File: config.mk
export PLATFORM = sky130hd
export DESIGN_NAME = text_console_cursor_engine_top
export DESIGN_NICKNAME = d
export VERILOG_FILES = /design/src/rtl/core/tcce_pkg.sv /design/src/rtl/core/tcce_front.sv /design/src/rtl/core/tcce_fifo.sv /design/src/rtl/core/tcce_back.sv /design/src/rtl/core/text_console_cursor_engine_top.sv
export SDC_FILE = /design/constraint.sdc
export NUM_CORES = 1
export LEC_CHECK = 0
export BUFFER_PORTS_ARGS = -buffer_cell sky130_fd_sc_hd__buf_2
export CAP_MARGIN = 5
export CORE_MARGIN = 2
export CORE_UTILIZATION = 40
export DETAILED_ROUTE_END_ITERATION = 10
export GPL_ROUTABILITY_DRIVEN = 0
export PLACE_DENSITY = 0.59
export SLEW_MARGIN = 40
export SYNTH_ARGS = -nofsm -noshare
export SYNTH_HDL_FRONTEND = slang
export SYNTH_SLANG_ARGS = --single-unit
File: constraint.sdc
create_clock -name clk -period 6.2 [get_ports clk]
set_input_delay 0 -clock clk [delete_from_list [all_inputs] [get_ports clk]]
set_output_delay 0 -clock clk [all_outputs]
set_load 0.02 [all_outputs]
File: src/rtl/core/tcce_pkg.sv
// Shared types and constants of the text console cursor engine.
// No dependencies; every other file of the block imports this package.
package tcce_pkg;

    // field widths
    localparam int COLS_W   = 10;
    localparam int ROWS_W   = 9;
    localparam int BLINK_W  = 16;
    localparam int COL_W    = 9;
    localparam int ROW_W    = 8;
    localparam int CHAR_W   = 8;
    localparam int OP_W     = 2;
    localparam int NUM_OPS  = 4;
    localparam int CFG_IDX_W = 2;
    localparam int CFG_DATA_W = 16;
    localparam int OUT_DATA_W = 32;

    // register limits and reset values
    localparam logic [COLS_W-1:0]  MAX_COLS       = 10'd512;
    localparam logic [ROWS_W-1:0]  MAX_ROWS       = 9'd256;
    localparam logic [COLS_W-1:0]  RST_NUM_COLS   = 10'd80;
    localparam logic [ROWS_W-1:0]  RST_NUM_ROWS   = 9'd25;
    localparam logic [BLINK_W-1:0] RST_BLINK_PER  = 16'd50;

    // tab stops every TAB_WIDTH columns (power of two)
    localparam int TAB_WIDTH = 8;
    localparam logic [COLS_W-1:0] TAB_STEP = COLS_W'(TAB_WIDTH);

    // command queue depth between front and back
    localparam int QUEUE_DEPTH = 2;
    localparam int QPTR_W      = (QUEUE_DEPTH > 1) ? $clog2(QUEUE_DEPTH) : 1;
    localparam int QCNT_W      = $clog2(QUEUE_DEPTH + 1);

    // character codes with special handling
    localparam logic [CHAR_W-1:0] CH_LF    = 8'h0A;
    localparam logic [CHAR_W-1:0] CH_CR    = 8'h0D;
    localparam logic [CHAR_W-1:0] CH_BS    = 8'h08;
    localparam logic [CHAR_W-1:0] CH_TAB   = 8'h09;
    localparam logic [CHAR_W-1:0] CH_SPACE = 8'h20;

    // input word kinds
    typedef enum logic {
        CMD_CHAR = 1'b0,
        CMD_TICK = 1'b1
    } cmd_t;

    // drawing commands; the value is also the slot index in a packet mask
    typedef enum logic [OP_W-1:0] {
        OP_ERASE  = 2'd0,
        OP_GLYPH  = 2'd1,
        OP_SCROLL = 2'd2,
        OP_CURSOR = 2'd3
    } op_t;

    // configuration register indexes
    typedef enum logic [CFG_IDX_W-1:0] {
        REG_NUM_COLS     = 2'd0,
        REG_NUM_ROWS     = 2'd1,
        REG_BLINK_PERIOD = 2'd2
    } reg_idx_t;

    // all drawing commands caused by one input word
    typedef struct packed {
        logic [NUM_OPS-1:0] mask;
        logic [COL_W-1:0]   erase_col;
        logic [ROW_W-1:0]   erase_row;
        logic [COL_W-1:0]   glyph_col;
        logic [ROW_W-1:0]   glyph_row;
        logic [CHAR_W-1:0]  glyph_code;
        logic [ROW_W-1:0]   scroll_row;
        logic [COL_W-1:0]   cursor_col;
        logic [ROW_W-1:0]   cursor_row;
    } pkt_t;

    // queue status seen by both ends
    typedef struct packed {
        logic full;
        logic empty;
    } fifo_status_t;

endpackage

File: src/rtl/core/tcce_front.sv
// Front end: accepts input words, holds cursor and blink state and the
// configuration registers, and turns each word into a command packet. Uses tcce_pkg.
module tcce_front (
    input  logic                            clk,
    input  logic                            rst_n,
    input  logic                            s_tvalid,
    output logic                            s_tready,
    input  logic [tcce_pkg::CHAR_W-1:0]     s_tdata,
    input  logic                            s_tuser,
    input  logic                            cfg_we,
    input  logic [tcce_pkg::CFG_IDX_W-1:0]  cfg_index,
    input  logic [tcce_pkg::CFG_DATA_W-1:0] cfg_wdata,
    input  tcce_pkg::fifo_status_t          q_status,
    output logic                            q_push,
    output tcce_pkg::pkt_t                  q_pkt
);
    import tcce_pkg::*;

    logic [COLS_W-1:0]  num_cols_reg;
    logic [ROWS_W-1:0]  num_rows_reg;
    logic [BLINK_W-1:0] blink_period_reg;
    logic [COL_W-1:0]   col_reg, col_next;
    logic [ROW_W-1:0]   row_reg, row_next;
    logic               shown_reg, shown_next;
    logic [BLINK_W-1:0] blink_reg, blink_next;

    logic [COLS_W-1:0]  eff_cols;
    logic [ROWS_W-1:0]  eff_rows;
    logic [BLINK_W-1:0] period;
    logic [BLINK_W:0]   blink_inc;
    logic               toggle;
    logic [COLS_W-1:0]  col_ext;
    logic [COLS_W-1:0]  col_inc;
    logic [COLS_W-1:0]  tab_stop;
    logic [COLS_W-1:0]  new_col;
    logic [ROWS_W-1:0]  new_row;
    logic               glyph_en;
    logic               scroll_en;
    logic [COL_W-1:0]   glyph_col;
    logic [CHAR_W-1:0]  glyph_code;
    logic               accept;
    pkt_t               pkt;

    // out-of-range registers clamp to the legal range
    always_comb
    begin
        eff_cols = num_cols_reg;
        if (num_cols_reg == '0)
            eff_cols = COLS_W'(1);
        else if (num_cols_reg > MAX_COLS)
            eff_cols = MAX_COLS;
        eff_rows = num_rows_reg;
        if (num_rows_reg == '0)
            eff_rows = ROWS_W'(1);
        else if (num_rows_reg > MAX_ROWS)
            eff_rows = MAX_ROWS;
        period = (blink_period_reg == '0) ? BLINK_W'(1) : blink_period_reg;
    end

    // blink counter step
    assign blink_inc = {1'b0, blink_reg} + (BLINK_W+1)'(1);
    assign toggle    = blink_inc >= {1'b0, period};

    // candidate cursor columns
    assign col_ext  = {1'b0, col_reg};
    assign col_inc  = col_ext + COLS_W'(1);
    assign tab_stop = col_ext - (col_ext % TAB_STEP) + TAB_STEP;

    // character movement and glyph drawing
    always_comb
    begin
        new_col    = col_ext;
        new_row    = {1'b0, row_reg};
        glyph_en   = 1'b0;
        glyph_col  = col_reg;
        glyph_code = s_tdata;
        case (s_tdata)
            CH_LF:
            begin
                new_col = '0;
                new_row = new_row + ROWS_W'(1);
            end
            CH_CR:
            begin
                new_col = '0;
            end
            CH_BS:
            begin
                if (col_reg != '0)
                begin
                    new_col    = col_ext - COLS_W'(1);
                    glyph_en   = 1'b1;
                    glyph_col  = col_reg - COL_W'(1);
                    glyph_code = CH_SPACE;
                end
            end
            CH_TAB:
            begin
                if (tab_stop >= eff_cols)
                begin
                    new_col = '0;
                    new_row = new_row + ROWS_W'(1);
                end
                else
                    new_col = tab_stop;
            end
            default:
            begin
                glyph_en = 1'b1;
                if (col_inc >= eff_cols)
                begin
                    new_col = '0;
                    new_row = new_row + ROWS_W'(1);
                end
                else
                    new_col = col_inc;
            end
        endcase
        // past the bottom: one scroll, cursor clamps to the last row
        scroll_en = new_row >= eff_rows;
        if (scroll_en)
            new_row = eff_rows - ROWS_W'(1);
    end

    // packet and next state for the current word
    always_comb
    begin
        pkt            = '0;
        pkt.erase_col  = col_reg;
        pkt.erase_row  = row_reg;
        pkt.glyph_col  = glyph_col;
        pkt.glyph_row  = row_reg;
        pkt.glyph_code = glyph_code;
        pkt.scroll_row = ROW_W'(eff_rows - ROWS_W'(1));
        col_next       = col_reg;
        row_next       = row_reg;
        shown_next     = shown_reg;
        blink_next     = blink_reg;
        if (s_tuser == CMD_TICK)
        begin
            pkt.cursor_col = col_reg;
            pkt.cursor_row = row_reg;
            if (toggle)
            begin
                pkt.mask[OP_ERASE]  = shown_reg;
                pkt.mask[OP_CURSOR] = !shown_reg;
                shown_next          = !shown_reg;
                blink_next          = '0;
            end
            else
                blink_next = blink_inc[BLINK_W-1:0];
        end
        else
        begin
            col_next             = new_col[COL_W-1:0];
            row_next             = new_row[ROW_W-1:0];
            pkt.cursor_col       = new_col[COL_W-1:0];
            pkt.cursor_row       = new_row[ROW_W-1:0];
            pkt.mask[OP_ERASE]   = shown_reg;
            pkt.mask[OP_GLYPH]   = glyph_en;
            pkt.mask[OP_SCROLL]  = scroll_en;
            pkt.mask[OP_CURSOR]  = 1'b1;
            shown_next           = 1'b1;
            blink_next           = '0;
        end
    end

    // handshake toward the queue
    assign s_tready = !q_status.full;
    assign accept   = s_tvalid && s_tready;
    assign q_push   = accept && (pkt.mask != '0);
    assign q_pkt    = pkt;

    // cursor and blink state
    always_ff @(posedge clk or negedge rst_n)
    begin
        if (!rst_n)
        begin
            col_reg   <= '0;
            row_reg   <= '0;
            shown_reg <= 1'b1;
            blink_reg <= '0;
        end
        else if (accept)
        begin
            col_reg   <= col_next;
            row_reg   <= row_next;
            shown_reg <= shown_next;
            blink_reg <= blink_next;
        end
    end

    // configuration registers
    always_ff @(posedge clk or negedge rst_n)
    begin
        if (!rst_n)
        begin
            num_cols_reg     <= RST_NUM_COLS;
            num_rows_reg     <= RST_NUM_ROWS;
            blink_period_reg <= RST_BLINK_PER;
        end
        else if (cfg_we)
        begin
            unique case (cfg_index)
                REG_NUM_COLS:     num_cols_reg     <= cfg_wdata[COLS_W-1:0];
                REG_NUM_ROWS:     num_rows_reg     <= cfg_wdata[ROWS_W-1:0];
                REG_BLINK_PERIOD: blink_period_reg <= cfg_wdata;
                default:          ;
            endcase
        end
    end

    // a character packet always ends by drawing the cursor
    a_char_draws_cursor: assert property (@(posedge clk) disable iff (!rst_n)
        (accept && s_tuser == CMD_CHAR) |-> (q_push && q_pkt.mask[OP_CURSOR]))
        else $error("character word without draw cursor");

    // after a character the cursor row lies on screen
    a_row_on_screen: assert property (@(posedge clk) disable iff (!rst_n)
        (accept && s_tuser == CMD_CHAR) |=> ({1'b0, row_reg} < eff_rows))
        else $error("cursor row left the screen after a character");

endmodule

File: src/rtl/core/tcce_fifo.sv
// Short command packet queue between the front and back ends.
// Uses tcce_pkg for the packet type and depth.
module tcce_fifo (
    input  logic                   clk,
    input  logic                   rst_n,
    input  logic                   push,
    input  tcce_pkg::pkt_t         push_pkt,
    input  logic                   pop,
    output tcce_pkg::pkt_t         head_pkt,
    output tcce_pkg::fifo_status_t status
);
    import tcce_pkg::*;

    pkt_t              entry_reg [QUEUE_DEPTH];
    logic [QPTR_W-1:0] wr_ptr_reg, wr_ptr_next;
    logic [QPTR_W-1:0] rd_ptr_reg, rd_ptr_next;
    logic [QCNT_W-1:0] count_reg, count_next;

    assign status.full  = count_reg == QCNT_W'(QUEUE_DEPTH);
    assign status.empty = count_reg == '0;
    assign head_pkt     = entry_reg[rd_ptr_reg];

    // pointer and fill count update
    always_comb
    begin
        wr_ptr_next = wr_ptr_reg;
        rd_ptr_next = rd_ptr_reg;
        count_next  = count_reg;
        if (push)
            wr_ptr_next = (wr_ptr_reg == QPTR_W'(QUEUE_DEPTH - 1)) ? '0
                                                                  : wr_ptr_reg + QPTR_W'(1);
        if (pop)
            rd_ptr_next = (rd_ptr_reg == QPTR_W'(QUEUE_DEPTH - 1)) ? '0
                                                                  : rd_ptr_reg + QPTR_W'(1);
        if (push && !pop)
            count_next = count_reg + QCNT_W'(1);
        else if (pop && !push)
            count_next = count_reg - QCNT_W'(1);
    end

    always_ff @(posedge clk or negedge rst_n)
    begin
        if (!rst_n)
        begin
            wr_ptr_reg <= '0;
            rd_ptr_reg <= '0;
            count_reg  <= '0;
        end
        else
        begin
            wr_ptr_reg <= wr_ptr_next;
            rd_ptr_reg <= rd_ptr_next;
            count_reg  <= count_next;
        end
    end

    // packet storage
    always_ff @(posedge clk)
    begin
        if (push)
            entry_reg[wr_ptr_reg] <= push_pkt;
    end

    a_no_overflow: assert property (@(posedge clk) disable iff (!rst_n)
        push |-> (!status.full))
        else $error("push into a full queue");

    a_no_underflow: assert property (@(posedge clk) disable iff (!rst_n)
        pop |-> (!status.empty))
        else $error("pop from an empty queue");

endmodule

File: src/rtl/core/tcce_back.sv
// Back end: takes command packets from the queue and sends their drawing
// commands out one word a cycle while m_tready is high. Uses tcce_pkg.
module tcce_back (
    input  logic                            clk,
    input  logic                            rst_n,
    input  tcce_pkg::fifo_status_t          q_status,
    input  tcce_pkg::pkt_t                  q_head,
    output logic                            q_pop,
    output logic                            m_tvalid,
    input  logic                            m_tready,
    output logic [tcce_pkg::OUT_DATA_W-1:0] m_tdata,
    output logic [tcce_pkg::OP_W-1:0]       m_tuser,
    output logic                            m_tlast
);
    import tcce_pkg::*;

    pkt_t               pkt_reg, pkt_next;
    logic [NUM_OPS-1:0] rem_reg, rem_next;
    logic [NUM_OPS-1:0] rem_after;
    op_t                cur_op;
    logic [COL_W-1:0]   cell_col;
    logic [ROW_W-1:0]   cell_row;
    logic [CHAR_W-1:0]  glyph_code;
    logic               fire;
    logic               load;

    // lowest pending command goes out first
    always_comb
    begin
        if (rem_reg[OP_ERASE])
            cur_op = OP_ERASE;
        else if (rem_reg[OP_GLYPH])
            cur_op = OP_GLYPH;
        else if (rem_reg[OP_SCROLL])
            cur_op = OP_SCROLL;
        else
            cur_op = OP_CURSOR;
    end

    assign rem_after = rem_reg & (rem_reg - NUM_OPS'(1));

    // cell fields of the current command
    always_comb
    begin
        cell_col   = '0;
        cell_row   = '0;
        glyph_code = '0;
        unique case (cur_op)
            OP_ERASE:
            begin
                cell_col = pkt_reg.erase_col;
                cell_row = pkt_reg.erase_row;
            end
            OP_GLYPH:
            begin
                cell_col   = pkt_reg.glyph_col;
                cell_row   = pkt_reg.glyph_row;
                glyph_code = pkt_reg.glyph_code;
            end
            OP_SCROLL:
            begin
                cell_row = pkt_reg.scroll_row;
            end
            OP_CURSOR:
            begin
                cell_col = pkt_reg.cursor_col;
                cell_row = pkt_reg.cursor_row;
            end
            default: ;
        endcase
    end

    assign m_tvalid = rem_reg != '0;
    assign m_tlast  = rem_after == '0;
    assign m_tuser  = cur_op;
    assign m_tdata  = OUT_DATA_W'({glyph_code, cell_row, cell_col});

    // next packet is fetched as the last command of this one leaves, or while no command is pending
    assign fire  = m_tvalid && m_tready;
    assign load  = !m_tvalid || (fire && m_tlast);
    assign q_pop = load && !q_status.empty;

    always_comb
    begin
        pkt_next = pkt_reg;
        rem_next = rem_reg;
        if (q_pop)
        begin
            pkt_next = q_head;
            rem_next = q_head.mask;
        end
        else if (fire)
            rem_next = rem_after;
    end

    always_ff @(posedge clk or negedge rst_n)
    begin
        if (!rst_n)
            rem_reg <= '0;
        else
            rem_reg <= rem_next;
    end

    always_ff @(posedge clk)
    begin
        pkt_reg <= pkt_next;
    end

    // a packet runs without gaps once started
    a_packet_continues: assert property (@(posedge clk) disable iff (!rst_n)
        (fire && !m_tlast) |=> m_tvalid)
        else $error("gap inside a command packet");

    // commands of one packet come out in rising op order
    a_op_order: assert property (@(posedge clk) disable iff (!rst_n)
        (fire && !m_tlast) |=> (m_tuser > $past(m_tuser)))
        else $error("command order broken inside a packet");

endmodule

File: src/rtl/core/text_console_cursor_engine_top.sv
// Text console cursor engine. Input words are character bytes (s_tuser low,
// s_tdata the byte) or timer ticks (s_tuser high). Each word turns into a
// packet of cell drawing commands: erase cursor, draw glyph, scroll up, draw
// cursor, sent one word per cycle on the output stream while m_tready is
// high, with m_tlast on the final command of the packet. An input word is
// taken every cycle while the two-entry packet queue has room; the output
// side sends 0 to 4 words per input word, so sustained rate is set by the
// output stream: a character gives 1 to 4 commands, a toggling tick 1, and
// a tick that does not toggle the cursor gives no output. With the back end
// idle, a word passes the queue entry and the back-end packet register
// before its first command is offered. Configuration (num_cols, num_rows,
// blink_period) is written through cfg_we/cfg_index/cfg_wdata; the user
// must write it only while the engine is idle, as the block does not check.
//
// Top level; instantiates tcce_front, tcce_fifo and tcce_back, uses tcce_pkg.
module text_console_cursor_engine_top (
    input  logic                            clk,
    input  logic                            rst_n,
    // input stream
    input  logic                            s_tvalid,
    output logic                            s_tready,
    input  logic [tcce_pkg::CHAR_W-1:0]     s_tdata,   // [7:0] char_code
    input  logic                            s_tuser,   // [0] command
    // output stream
    output logic                            m_tvalid,
    input  logic                            m_tready,
    output logic [tcce_pkg::OUT_DATA_W-1:0] m_tdata,   // [8:0] cell_col, [16:9] cell_row,
                                                        // [24:17] glyph_code, [31:25] zero
    output logic [tcce_pkg::OP_W-1:0]       m_tuser,   // [1:0] op
    output logic                            m_tlast,
    // configuration
    input  logic                            cfg_we,
    input  logic [tcce_pkg::CFG_IDX_W-1:0]  cfg_index,
    input  logic [tcce_pkg::CFG_DATA_W-1:0] cfg_wdata
);
    import tcce_pkg::*;

    fifo_status_t q_status;
    logic         q_push;
    logic         q_pop;
    pkt_t         q_pkt;
    pkt_t         q_head;

    // classification and cursor state
    tcce_front u_front (
        .clk       (clk),
        .rst_n     (rst_n),
        .s_tvalid  (s_tvalid),
        .s_tready  (s_tready),
        .s_tdata   (s_tdata),
        .s_tuser   (s_tuser),
        .cfg_we    (cfg_we),
        .cfg_index (cfg_index),
        .cfg_wdata (cfg_wdata),
        .q_status  (q_status),
        .q_push    (q_push),
        .q_pkt     (q_pkt)
    );

    // packet queue
    tcce_fifo u_fifo (
        .clk      (clk),
        .rst_n    (rst_n),
        .push     (q_push),
        .push_pkt (q_pkt),
        .pop      (q_pop),
        .head_pkt (q_head),
        .status   (q_status)
    );

    // command sequencer
    tcce_back u_back (
        .clk      (clk),
        .rst_n    (rst_n),
        .q_status (q_status),
        .q_head   (q_head),
        .q_pop    (q_pop),
        .m_tvalid (m_tvalid),
        .m_tready (m_tready),
        .m_tdata  (m_tdata),
        .m_tuser  (m_tuser),
        .m_tlast  (m_tlast)
    );

endmodule
==> flow_summary.ini <==
[clock_network]
clock_latency_ns = 0.56
cts.htree.levels = 1
clock_sinks = 262
cts_root_buf = clkbuf_16
clockBufferDepth = 3
cts_setup_buffers = 0
path_clk_slew_ns = 0.07
cts_made_buffers = 29
cts_tree = built

[synth]
ys_seq_area_share_pct = 57.5
synth.avg_cell_area_um2 = 12.5
syn_area_um2 = 13000
synth_cell_type_count = 71
synth-seq-cells = 262
syn_inst = 1043
synth_edf_count = 185
synth_flop_cell = edfxtp_1
ys_warn_count = 0
synthArstFlopShare_pct = 29.4

[place]
hpwl_mm = 19.3
place_ws_ns = 0.203
portBuffers = 61

[die]
core-area_um2 = 32300
die_area_um2 = 34100
start_util_pct = 40.4
die_height_um = 185
dieWidth_um = 185
rows = 66
boundaryPins = 69

[critical_path]
path_max_fanout = 17
slowest_delay_ns = 0.55
crit_slowest_cell = or3_1
end_kind = register
r2r_slack_ns = 0.39
crit_type = register to register
cp_data_arrival_time_ns = 6.08
path_cells = inv_1 -> ha_1 -> a211oi_1 -> o21bai_1 -> a21oi_1 -> xnor2_1 -> ha_1 -> nand4_1 -> a21oi_1 -> a2111oi_2 -> a21oi_1 -> or3_1 -> o21ai_1 -> xnor2_1 -> ha_1 -> a21o_1 -> a31oi_1 -> o21ai_0 -> a311o_2 -> buf_4 -> nor4_1 -> a211oi_1
crit_family = compound AO/OA/AOI/OAI gates
crit_path_start_kind = register
worstPathRequired_ns = 6.48
worst-path-buf-inv = 2

[drt]
via_count = 8434
firstDrtPassIters = 5
first_iter_violations = 585
drt-wirelength-per-cell_um = 17.9
ant_nets = 0
drt-total-wl_mm = 28.5
vias_per_cell = 5.28
drc = 0

[sta]
rsz0062_at_grt = false
finClkSkew_ns = 0.0157
finalCritPeriodShare_pct = 93.6
fmax_mhz = 172
hold_viol = 0
worst_pin_slew_ns = 0.843
setup_viol = 0
post-route-min-period_ns = 5.81
slew_violations = 0
worst_slack_ns = 0.395
slew_headroom_pct = 43.7
setup_tns_ns = 0

[pwr]
power_density_nw_per_um2 = 462
peakVddDrop_uv = 219
leakage_nw = 5.81

[global_route]
grt_max_degree = 69
grt_remaining_overflow = 0
grt_pass1_wl_mm = 45.6
grt_usage_pct = 17.0
antenna_found_initial = 0
grt_pass1_vias = 8267

[run_status]
outcome = finished clean

[layout]
postLayoutCoreUtil_pct = 46.8
layout-drive-gt1-share_pct = 22.7
largest_reg_flops = 126
nFillCells = 2889
antenna_cells = 0
syn_to_final_growth_pct = 16.0
fin_nets = 1226

[job]
maxCapViolCount = 0

[min_path]
hold_path.class = input pin to register
## cells in the mapped netlist (9+ instances only)
cell type | number | area, µm²
a21oi_1 | 40 | 200
a22oi_1 | 11 | 82.6
and2_1 | 14 | 87.6
and3_1 | 9 | 56.3
clkbuf_1 | 42 | 158
dfrtp_1 | 68 | 1700
dfstp_2 | 9 | 236
edfxtp_1 | 185 | 5560
ha_1 | 62 | 776
inv_1 | 41 | 154
mux2_2 | 101 | 1140
mux2i_1 | 14 | 140
nand2_1 | 87 | 327
nand3_1 | 27 | 135
nor2_1 | 53 | 199
nor3_1 | 15 | 75.1
nor4_1 | 13 | 81.3
o21ai_0 | 43 | 215
xnor2_1 | 38 | 333
xor2_1 | 15 | 131
## layer usage
layer | track usage, % | part of all wire (%) | vias up
met5 | 0 | 0 | -
met4 | 3.71 | 1.8 | 0
met3 | 2.23 | 4.1 | 42
met2 | 27.5 | 46 | 200
met1 | 24.5 | 48 | 4145
li1 | - | - | 4047
## worst min-delay path, stage by stage
cell and delay, ns:
buf_2 0.09, nor3b_1 0.05, buf_4 0.18, mux2_2 0.22
## metrics by stage
stage | total power (W) | cell area (µm²) | cells | hold WS (ns)
2_1_floorplan | 0.00456 | 13100 | 1049 | -0.296
3_3_place_gp | 0.00524 | 13800 | 1511 | -0.130
4_1_cts | 0.00706 | 15100 | 1597 | 0.00314
5_1_grt | 0.00742 | 15100 | 1597 | 0.0405
3_5_place_dp | 0.00529 | 13800 | 1511 | -0.129
6_report | 0.00698 | 15100 | 1597 | 0.0244
## logic make-up (layout without fill, tap and decap cells)
| group | after synthesis | count (layout) | synth area share (%) |
|---|---|---|---|
| other | 1 | 7 | 0.0288 |
| AO/OA/AOI/OAI | 188 | 188 | 10.1 |
| buffers and inverters | 102 | 208 | 3.25 |
| AND/OR/NAND/NOR | 259 | 259 | 9.76 |
| flip-flops | 262 | 262 | 57.5 |
| adder cells (fa/ha/maj) | 63 | 63 | 6.02 |
| XOR/XNOR | 53 | 53 | 3.56 |
| multiplexers | 115 | 115 | 9.79 |
## final timing paths
check                      depth (start not counted)                            start                                       to
setup reg to reg                                  22   u_front.col_reg[4]$_DFFE_PN0P_         u_fifo.entry_reg[1][2]$_DFFE_PP_
hold reg to reg                                    1  u_fifo.count_reg[1]$_DFFE_PN0P_          u_fifo.count_reg[1]$_DFFE_PN0P_
setup / recovery                                  22   u_front.col_reg[4]$_DFFE_PN0P_         u_fifo.entry_reg[1][2]$_DFFE_PP_
min in group asynchronous                          3                            rst_n  u_front.blink_period_reg[9]$_DFFE_PN0P_
max in group asynchronous                          3                            rst_n           u_front.col_reg[4]$_DFFE_PN0P_
hold / removal                                     4                     cfg_index[1]      u_front.num_cols_reg[3]$_DFFE_PN0P_
## layout by cell type (no fill, tap or decap), types with 8 or more instances in the layout
| master | instances |
|---|---|
| nor3_1 | 15 |
| clkbuf_16 | 29 |
| dlygate4sd3_1 | 32 |
| xor2_1 | 15 |
| and3_1 | 9 |
| mux2i_1 | 14 |
| ha_1 | 62 |
| clkinv_2 | 8 |
| nor2_1 | 53 |
| or3_1 | 8 |
| dfrtp_1 | 65 |
| a22oi_1 | 11 |
| a21o_1 | 8 |
| buf_2 | 60 |
| nand3_1 | 27 |
| and2_1 | 13 |
| o2bb2ai_1 | 8 |
| xnor2_1 | 38 |
| edfxtp_1 | 185 |
| o21ai_0 | 43 |
| mux2_2 | 101 |
| nor4_1 | 12 |
| buf_4 | 16 |
| dfstp_2 | 9 |
| inv_1 | 40 |
| a21oi_1 | 40 |
| nand2_1 | 87 |
## cell type report
type | instances | area [µm²] | area share [%]
Sequential cell | 262 | 7500 | 49.6
Multi-Input combinational cell | 685 | 5170 | 34.2
Timing Repair Buffer | 111 | 783 | 5.18
Clock buffer | 34 | 744 | 4.92
Tap cell | 442 | 553 | 3.66
Clock inverter | 20 | 214 | 1.41
Inverter | 43 | 161 | 1.07
## power breakdown
part | leakage (nW) | internal [W] | switching (W) | total [W]
Sequential | 2.67 | 0.00254 | 0.000292 | 0.00283
Clock | 0.469 | 0.00103 | 0.000697 | 0.00172
Combinational | 2.67 | 0.000953 | 0.00147 | 0.00243
## timing repair
action,4_1_cts,5_1_grt
resized for setup,0,3
endpoints found under the hold margin,126,0
hold buffers,32,0
setup endpoints to repair,0,20
No activity file was read; power rests on OpenSTA's default activity.
